===== src/rtl/sha1mh_pkg.sv =====
// Shared types and constants for the SHA-1 message hasher.
// Depends on nothing; imported by sha1_message_hasher_top and sha1_message_hasher_checker.
`default_nettype none

package sha1mh_pkg;

    localparam int unsigned WORD_W    = 32;
    localparam int unsigned BLOCK_W   = 512;
    localparam int unsigned ROUNDS    = 80;

    localparam logic [31:0] H0_INIT = 32'h67452301;
    localparam logic [31:0] H1_INIT = 32'hEFCDAB89;
    localparam logic [31:0] H2_INIT = 32'h98BADCFE;
    localparam logic [31:0] H3_INIT = 32'h10325476;
    localparam logic [31:0] H4_INIT = 32'hC3D2E1F0;

    localparam logic [31:0] K_R0 = 32'h5A827999;
    localparam logic [31:0] K_R1 = 32'h6ED9EBA1;
    localparam logic [31:0] K_R2 = 32'h8F1BBCDC;
    localparam logic [31:0] K_R3 = 32'hCA62C1D6;

    localparam logic [7:0] PAD_BYTE = 8'h80;
    localparam logic [5:0] LEN_POS  = 6'd56;
    localparam logic [5:0] LAST_POS = 6'd63;
    localparam logic [6:0] LAST_RND = 7'(ROUNDS - 1);

    typedef enum logic [2:0] {
        S_IDLE,
        S_ROUND,
        S_ADD,
        S_PAD,
        S_LEN,
        S_OUT
    } t_state;

endpackage

`default_nettype wire


===== src/rtl/sha1_message_hasher_top.sv =====
// Streaming SHA-1 hasher: byte packing, padding sequencer and one shared round unit.
// Depends on sha1mh_pkg.
//
//  channel   dir  payload                                   when taken
//  s_axis    in   tdata=data_byte, tuser=has_byte, tlast=eom  tvalid & tready
//  m_axis    out  tdata=digest_word0..4 (160 bits)           tvalid & tready
//
// A byte is taken while s_axis_tready is high; the 64th byte of a block starts the
// rounds and then the chaining add in the single round unit, taking no bytes meanwhile.
// End of message writes one pad or length byte a cycle, pausing at the length position
// before the length bytes, compressing each filled block, then holds the digest until taken.
// s_axis_tready is low throughout. Reset (synchronous, active low) restores the
// initial constants and clears counts.
`default_nettype none

module sha1_message_hasher_top
    import sha1mh_pkg::*;
(
    input  wire logic         i_clk,
    input  wire logic         i_rst_n,
    input  wire logic         s_axis_tvalid,
    output logic              s_axis_tready,
    input  wire logic [7:0]   s_axis_tdata,   // [7:0] data_byte
    input  wire logic [0:0]   s_axis_tuser,   // [0] has_byte
    input  wire logic         s_axis_tlast,   // end_of_message
    output logic              m_axis_tvalid,
    input  wire logic         m_axis_tready,
    output logic [159:0]      m_axis_tdata    // [31:0] word0 .. [159:128] word4
);

    t_state r_state, n_state;

    logic [5:0]          r_cnt;
    logic [63:0]         r_bitcnt;
    logic [6:0]          r_round;
    logic                r_fin, r_pad_done, r_last;
    logic [BLOCK_W-1:0]  r_sched;
    logic [WORD_W-1:0]   r_h [5];
    logic [WORD_W-1:0]   r_v [5];

    logic        in_acc;
    logic        shift_byte;
    logic [7:0]  shift_val;

    logic [WORD_W-1:0] w_cur, w_new, f_val, k_val, t_val;

    assign in_acc = s_axis_tvalid && s_axis_tready;

    // Next state
    always_comb begin
        n_state = r_state;
        unique case (r_state)
            S_IDLE: begin
                if (in_acc) begin
                    if (s_axis_tuser[0] && (r_cnt == LAST_POS)) begin
                        n_state = S_ROUND;
                    end else if (s_axis_tlast) begin
                        n_state = S_PAD;
                    end
                end
            end
            S_ROUND: begin
                if (r_round == LAST_RND) begin
                    n_state = S_ADD;
                end
            end
            S_ADD: begin
                if (!r_fin) begin
                    n_state = S_IDLE;
                end else if (r_last) begin
                    n_state = S_OUT;
                end else begin
                    n_state = S_PAD;
                end
            end
            S_PAD: begin
                if (r_pad_done && (r_cnt == LEN_POS)) begin
                    n_state = S_LEN;
                end else if (r_cnt == LAST_POS) begin
                    n_state = S_ROUND;
                end
            end
            S_LEN: begin
                if (r_cnt == LAST_POS) begin
                    n_state = S_ROUND;
                end
            end
            S_OUT: begin
                if (m_axis_tready) begin
                    n_state = S_IDLE;
                end
            end
            default: n_state = S_IDLE;
        endcase
    end

    // Outputs and byte-insert control
    always_comb begin
        s_axis_tready = 1'b0;
        m_axis_tvalid = 1'b0;
        shift_byte    = 1'b0;
        shift_val     = s_axis_tdata;
        unique case (r_state)
            S_IDLE: begin
                s_axis_tready = 1'b1;
                shift_byte    = s_axis_tvalid && s_axis_tuser[0];
            end
            S_PAD: begin
                shift_byte = !(r_pad_done && (r_cnt == LEN_POS));
                shift_val  = r_pad_done ? 8'h00 : PAD_BYTE;
            end
            S_LEN: begin
                shift_byte = 1'b1;
                shift_val  = r_bitcnt[63:56];
            end
            S_OUT: begin
                m_axis_tvalid = 1'b1;
            end
            S_ROUND, S_ADD: begin
                shift_byte = 1'b0;
            end
            default: begin
                shift_byte = 1'b0;
            end
        endcase
    end

    assign m_axis_tdata = {r_h[4], r_h[3], r_h[2], r_h[1], r_h[0]};

    // Round unit: window holds W[t..t+15], word 0 in the top bits
    assign w_cur = r_sched[511:480];
    always_comb begin
        logic [WORD_W-1:0] x;
        x     = r_sched[95:64] ^ r_sched[255:224] ^ r_sched[447:416] ^ r_sched[511:480];
        w_new = {x[30:0], x[31]};
    end

    always_comb begin
        if (r_round < 7'd20) begin
            f_val = (r_v[1] & r_v[2]) | (~r_v[1] & r_v[3]);
            k_val = K_R0;
        end else if (r_round < 7'd40) begin
            f_val = r_v[1] ^ r_v[2] ^ r_v[3];
            k_val = K_R1;
        end else if (r_round < 7'd60) begin
            f_val = (r_v[1] & r_v[2]) | (r_v[1] & r_v[3]) | (r_v[2] & r_v[3]);
            k_val = K_R2;
        end else begin
            f_val = r_v[1] ^ r_v[2] ^ r_v[3];
            k_val = K_R3;
        end
    end

    assign t_val = {r_v[0][26:0], r_v[0][31:27]} + f_val + r_v[4] + k_val + w_cur;

    // Control state
    always_ff @(posedge i_clk) begin
        if (!i_rst_n) begin
            r_state    <= S_IDLE;
            r_cnt      <= '0;
            r_bitcnt   <= '0;
            r_round    <= '0;
            r_fin      <= 1'b0;
            r_pad_done <= 1'b0;
            r_last     <= 1'b0;
            r_h[0]     <= H0_INIT;
            r_h[1]     <= H1_INIT;
            r_h[2]     <= H2_INIT;
            r_h[3]     <= H3_INIT;
            r_h[4]     <= H4_INIT;
            for (int i = 0; i < 5; i++) begin
                r_v[i] <= '0;
            end
        end else begin
            r_state <= n_state;
            if (shift_byte) begin
                r_cnt <= r_cnt + 6'd1;
            end
            if (r_state == S_IDLE && shift_byte) begin
                r_bitcnt <= r_bitcnt + 64'd8;
            end else if (r_state == S_LEN) begin
                // consume the length MSB first
                r_bitcnt <= {r_bitcnt[55:0], 8'h00};
            end
            if (in_acc && s_axis_tlast) begin
                r_fin <= 1'b1;
            end
            if (r_state == S_PAD && shift_byte) begin
                r_pad_done <= 1'b1;
            end
            if (r_state == S_LEN && n_state == S_ROUND) begin
                r_last <= 1'b1;
            end
            if (n_state == S_ROUND && r_state != S_ROUND) begin
                r_round <= '0;
                for (int i = 0; i < 5; i++) begin
                    r_v[i] <= r_h[i];
                end
            end else if (r_state == S_ROUND) begin
                r_round <= (r_round == LAST_RND) ? 7'd0 : r_round + 7'd1;
                r_v[0]  <= t_val;
                r_v[1]  <= r_v[0];
                r_v[2]  <= {r_v[1][1:0], r_v[1][31:2]};
                r_v[3]  <= r_v[2];
                r_v[4]  <= r_v[3];
            end
            if (r_state == S_ADD) begin
                for (int i = 0; i < 5; i++) begin
                    r_h[i] <= r_h[i] + r_v[i];
                end
            end
            if (r_state == S_OUT && m_axis_tready) begin
                // restart for the next message
                r_cnt      <= '0;
                r_bitcnt   <= '0;
                r_fin      <= 1'b0;
                r_pad_done <= 1'b0;
                r_last     <= 1'b0;
                r_h[0]     <= H0_INIT;
                r_h[1]     <= H1_INIT;
                r_h[2]     <= H2_INIT;
                r_h[3]     <= H3_INIT;
                r_h[4]     <= H4_INIT;
            end
        end
    end

    // Message window: bytes shift in at the bottom, rounds shift by one word
    always_ff @(posedge i_clk) begin
        if (shift_byte) begin
            r_sched <= {r_sched[BLOCK_W-9:0], shift_val};
        end else if (r_state == S_ROUND) begin
            r_sched <= {r_sched[BLOCK_W-WORD_W-1:0], w_new};
        end
    end

    a_round_to_add: assert property (@(posedge i_clk) disable iff (!i_rst_n)
        (r_state == S_ROUND && r_round == LAST_RND) |=> (r_state == S_ADD))
        else $error("last round did not lead to chaining add");

    a_round_block_full: assert property (@(posedge i_clk) disable iff (!i_rst_n)
        (r_state == S_ROUND) |-> (r_cnt == 6'd0))
        else $error("compression started on a partial block");

    a_len_entry: assert property (@(posedge i_clk) disable iff (!i_rst_n)
        (r_state == S_LEN && $past(r_state) == S_PAD) |-> (r_cnt == LEN_POS && r_pad_done))
        else $error("length field entered at wrong position");

    a_restart: assert property (@(posedge i_clk) disable iff (!i_rst_n)
        (m_axis_tvalid && m_axis_tready) |=>
            (r_h[0] == H0_INIT && r_bitcnt == 64'd0 && !r_fin && r_state == S_IDLE))
        else $error("hasher did not restart after digest");

    a_out_only_final: assert property (@(posedge i_clk) disable iff (!i_rst_n)
        (r_state == S_OUT) |-> (r_fin && r_last && r_pad_done))
        else $error("digest presented before padding finished");

endmodule

`default_nettype wire


===== config.mk =====
export PLATFORM = sky130hd
export DESIGN_NAME = sha1_message_hasher_top
export DESIGN_NICKNAME = d
export VERILOG_FILES = /design/src/rtl/sha1mh_pkg.sv /design/src/rtl/sha1_message_hasher_top.sv
export SDC_FILE = /design/constraint.sdc
export NUM_CORES = 2
export LEC_CHECK = 0
export ABC_CLOCK_PERIOD_IN_PS = 48000
export BUFFER_PORTS_ARGS = -buffer_cell sky130_fd_sc_hd__buf_4
export CORE_MARGIN = 2
export CORE_UTILIZATION = 25
export DETAILED_ROUTE_END_ITERATION = 8
export HOLD_SLACK_MARGIN = 0.05
export SETUP_SLACK_MARGIN = 0.05
export SLEW_MARGIN = 25
export SYNTH_ARGS = -nofsm -noshare
export SYNTH_HDL_FRONTEND = slang
export SYNTH_SLANG_ARGS = --single-unit
export TNS_END_PERCENT = 10

===== constraint.sdc =====
create_clock -name i_clk -period 48 [get_ports i_clk]
set_input_delay 7.2 -clock i_clk [delete_from_list [all_inputs] [get_ports i_clk]]
set_output_delay 7.2 -clock i_clk [all_outputs]
set_load 0.05 [all_outputs]

==> results.json <==
{
  "rsz0062_at_grt": "false",
  "period_share_pct": 21.3,
  "cts-root-buf": "clkbuf_16",
  "setup_tns_ns": 0,
  "dp_hpwl_um": 103000,
  "clk_pin_slew_ns": 0.06,
  "ys_warn_count": 0,
  "setup_viol": 0,
  "p_sw_share_pct": 36.8,
  "htree_levels": 3,
  "antenna_found_initial": 3,
  "slowest_delay_ns": 0.88,
  "top_usage_layer": "met2",
  "power_density_nw_per_um2": 48.5,
  "min_path_type": "reg -> reg",
  "initial_utilization_pct": 25.1,
  "setup.worst_path.start_class": "input port",
  "clock-sinks": 912,
  "synth_compound_area_share_pct": 12.3,
  "final_nets": 5713,
  "viasPerCell": 4.80,
  "grt_pass1_wl_um": 222000,
  "synth.distinct_cells": 88,
  "status": "finished clean",
  "worstPathCellList": "buf_4, a21oi_1, nand2b_1, buf_4, o21bai_1, a211o_1, nand3_1, nand3_4, buf_4, buf_4",
  "worst_pin_slew_ns": 1.03,
  "grt_overflow_total": 0,
  "wl_per_cell_um": 17.8,
  "grt_usage_pct": 13.3,
  "p_comb_share_pct": 34.7,
  "globalplace.congestion": 0.931,
  "fp.dieW_um": 460,
  "pwr-share-seq_pct": 39.4,
  "crit_arrival_ns": 10.53,
  "synth-simple-area-share_pct": 18.7,
  "required_ns": 48.32,
  "pwr-share-clk_pct": 25.9,
  "grt_max_degree": 249,
  "yosys.area.top_type_share_pct": 48.0,
  "synth_mux_area_share_pct": 0.269,
  "firstDrtPassIters": 6,
  "synth_fa_ha_area_share_pct": 10.2,
  "netlist_area_um2": 52000,
  "met2_usage_pct": 20.9,
  "peakVddDrop_v": 0.0000304,
  "cp_slowest_cell": "buf_4",
  "postCtsSetupBuffers": 0,
  "crit_type": "in -> reg",
  "crit_path_frequent_cell": "buf_4",
  "synth_area_leaders": "edfxtp_1 48%, nand2_1 12%, ha_1 5.4%, fa_1 4.8%, dfxtp_1 3.1%",
  "cts_resized": 0,
  "crit_fanout": 71,
  "clk_path_buf_depth": 3,
  "remaining_drc_errors": 0,
  "clkLatencyLatePin_ns": 0.74,
  "cp-end-kind": "flip-flop",
  "async_flop_share_pct": 0,
  "drt_iter0_markers": 4567,
  "synthFlopType": "edfxtp_1",
  "p_sw_uw": 1060,
  "io_buffers": 175,
  "use_met1_pct": 19.0,
  "ys_top_cells_by_count": "1695 x nand2_1, 832 x edfxtp_1, 236 x nor2_1, 227 x a21oi_1, 224 x ha_1",
  "placed_area_um2": 56300,
  "synth-edff-count": 832,
  "fp-row-count": 167,
  "fp.dieH_um": 460,
  "slew_headroom_pct": 31.3,
  "synth_top_family_by_area": "simple AND/OR/NAND/NOR gates",
  "critPathBufInv": 4,
  "final_hold_viol_count": 0,
  "synthToLayoutAreaGrowth_pct": 14.2,
  "ys_seq_area_share_pct": 51.1,
  "avgSynthCellArea_um2": 9.90,
  "post-route-min-period_ns": 10.20,
  "cts_tree": "yes",
  "skew_ns": 0.0551,
  "use_met3_pct": 1.83,
  "numCtsBuffers": 103,
  "postSynthCellCount": 5258,
  "wl_um": 146000,
  "yosys.area_share.xor_xnor_pct": 3.97,
  "io_pins": 176,
  "syn-num-nets": 5621,
  "intPower_uw": 1820,
  "drive_above_1_share_pct": 7.01,
  "drv_cap": 0,
  "grt_pass1_vias": 37300,
  "max_freq_ghz": 0.0980,
  "finalMaxSlewViolations": 0,
  "stdcell_area_um2": 59400,
  "ant_nets": 0,
  "ys_seq_elements": 912,
  "vias": 39400,
  "ctsHoldBuffers": 0,
  "power.leakage_uw": 0.0236,
  "fp.coreArea_um2": 207000,
  "synth.largest_area_cell": "edfxtp_1",
  "synth_most_common_cell": "nand2_1",
  "path_delay_family": "buffers and inverters",
  "die-area_um2": 212000
}
==> per-layer routing <==
layer | vias to the layer above | share of wire [%]
met2 | 1321 | 45
met3 | 194 | 6.7
li1 | 18600 | -
met1 | 19300 | 46
met5 | - | 0
met4 | 0 | 2.9
==> final timing paths <==
path,startpoint,cells after the start,slack (ns),endpoint
setup / recovery,s_axis_tvalid,10,37.80,r_v[0][120]$_DFFE_PP_
hold reg to reg,r_round[1]$_SDFFE_PP0P_,2,0.50,r_round[1]$_SDFFE_PP0P_
setup reg to reg,r_round[4]$_SDFFE_PP0P_,23,40.80,r_v[0][30]$_DFFE_PP_
hold / removal,r_round[1]$_SDFFE_PP0P_,2,0.50,r_round[1]$_SDFFE_PP0P_
==> cell families after synthesis <==
group                      count (synthesis)
adders and majority gates                349
muxes                                     14
and+or+nand+nor                         2346
buffers and inverters                    449
DFF                                      912
xor gates and xnor gates                 236
AOI/OAI and AO/OA                        952
==> metrics by stage <==
| step | power [uW] | util (%) | setup WS [ns] | hold slack [ns] | std cells |
|---|---|---|---|---|---|
| after floorplan | 1900 | - | 27.75 | 0.440 | 5258 |
| after global placement | 2120 | 27.2 | 37.04 | 0.458 | 8032 |
| after detailed placement | 2130 | 27.2 | 37.05 | 0.489 | 8032 |
| after CTS | 2890 | 28.7 | 37.86 | 0.497 | 8210 |
| after global routing | 3060 | 28.7 | 37.58 | 0.526 | 8211 |
| final | 2880 | 28.7 | 37.80 | 0.496 | 8212 |
==> state kept, by name, summed over array words and instances, names as in the netlist <==
register,flops
r_sched,512
r_h,160
r_v,160
r_bitcnt,61
r_round,7
r_cnt,6
r_state,3
r_fin,1
r_last,1
r_pad_done,1
==> worst register-to-register path: stages (launching register included) <==
cell	delay, ns
dfxtp_1	0.35
and3_1	0.26
nor3_1	0.31
clkinv_1	0.10
buf_4	0.30
nand2_1	0.13
buf_4	0.47
nor2_1	0.13
a211oi_1	0.44
fa_1	0.50
inv_1	0.10
fa_1	0.44
fa_1	0.46
inv_1	0.08
ha_1	0.22
a21oi_1	0.15
o21ai_0	0.18
a211oi_1	0.71
nor3_1	0.18
nor4_1	0.59
nor3_1	0.18
o21ai_0	0.37
mux2i_1	0.22
nand2_1	0.07
==> area by class of cell <==
| class | count | area (um2) |
|---|---|---|
| antenna | 1 | 2.50 |
| clock buffer | 139 | 2790 |
| clock inverter | 39 | 312 |
| fill | 21600 | 148000 |
| inverter | 221 | 830 |
| multi-input combinational | 3897 | 23800 |
| sequential | 912 | 26600 |
| tap | 2788 | 3490 |
| timing repair buffer | 215 | 1670 |
==> power by group through the flow <==
| stage | Clock, uW | Combinational [uW] | Sequential (uW) |
|---|---|---|---|
| after global routing | 789 | 1120 | 1150 |
| after global placement | 0 | 967 | 1150 |
| after floorplan | 0 | 741 | 1160 |
| after detailed placement | 0 | 984 | 1150 |
| after CTS | 759 | 994 | 1130 |
| final | 746 | 1000 | 1140 |
==> layout by cell type (no fill, tap or decap), drive strengths merged, types with 71 or more instances in the layout <==
cell	count
edfxtp	832
a22o	124
inv	223
nor2	236
fa	125
xnor2	168
nand3	78
dfxtp	80
nand2	1695
o21ai	212
a21o	71
clkbuf	139
nor3	74
ha	224
buf	215
a21oi	228
Power figures use the tool's default switching activity.
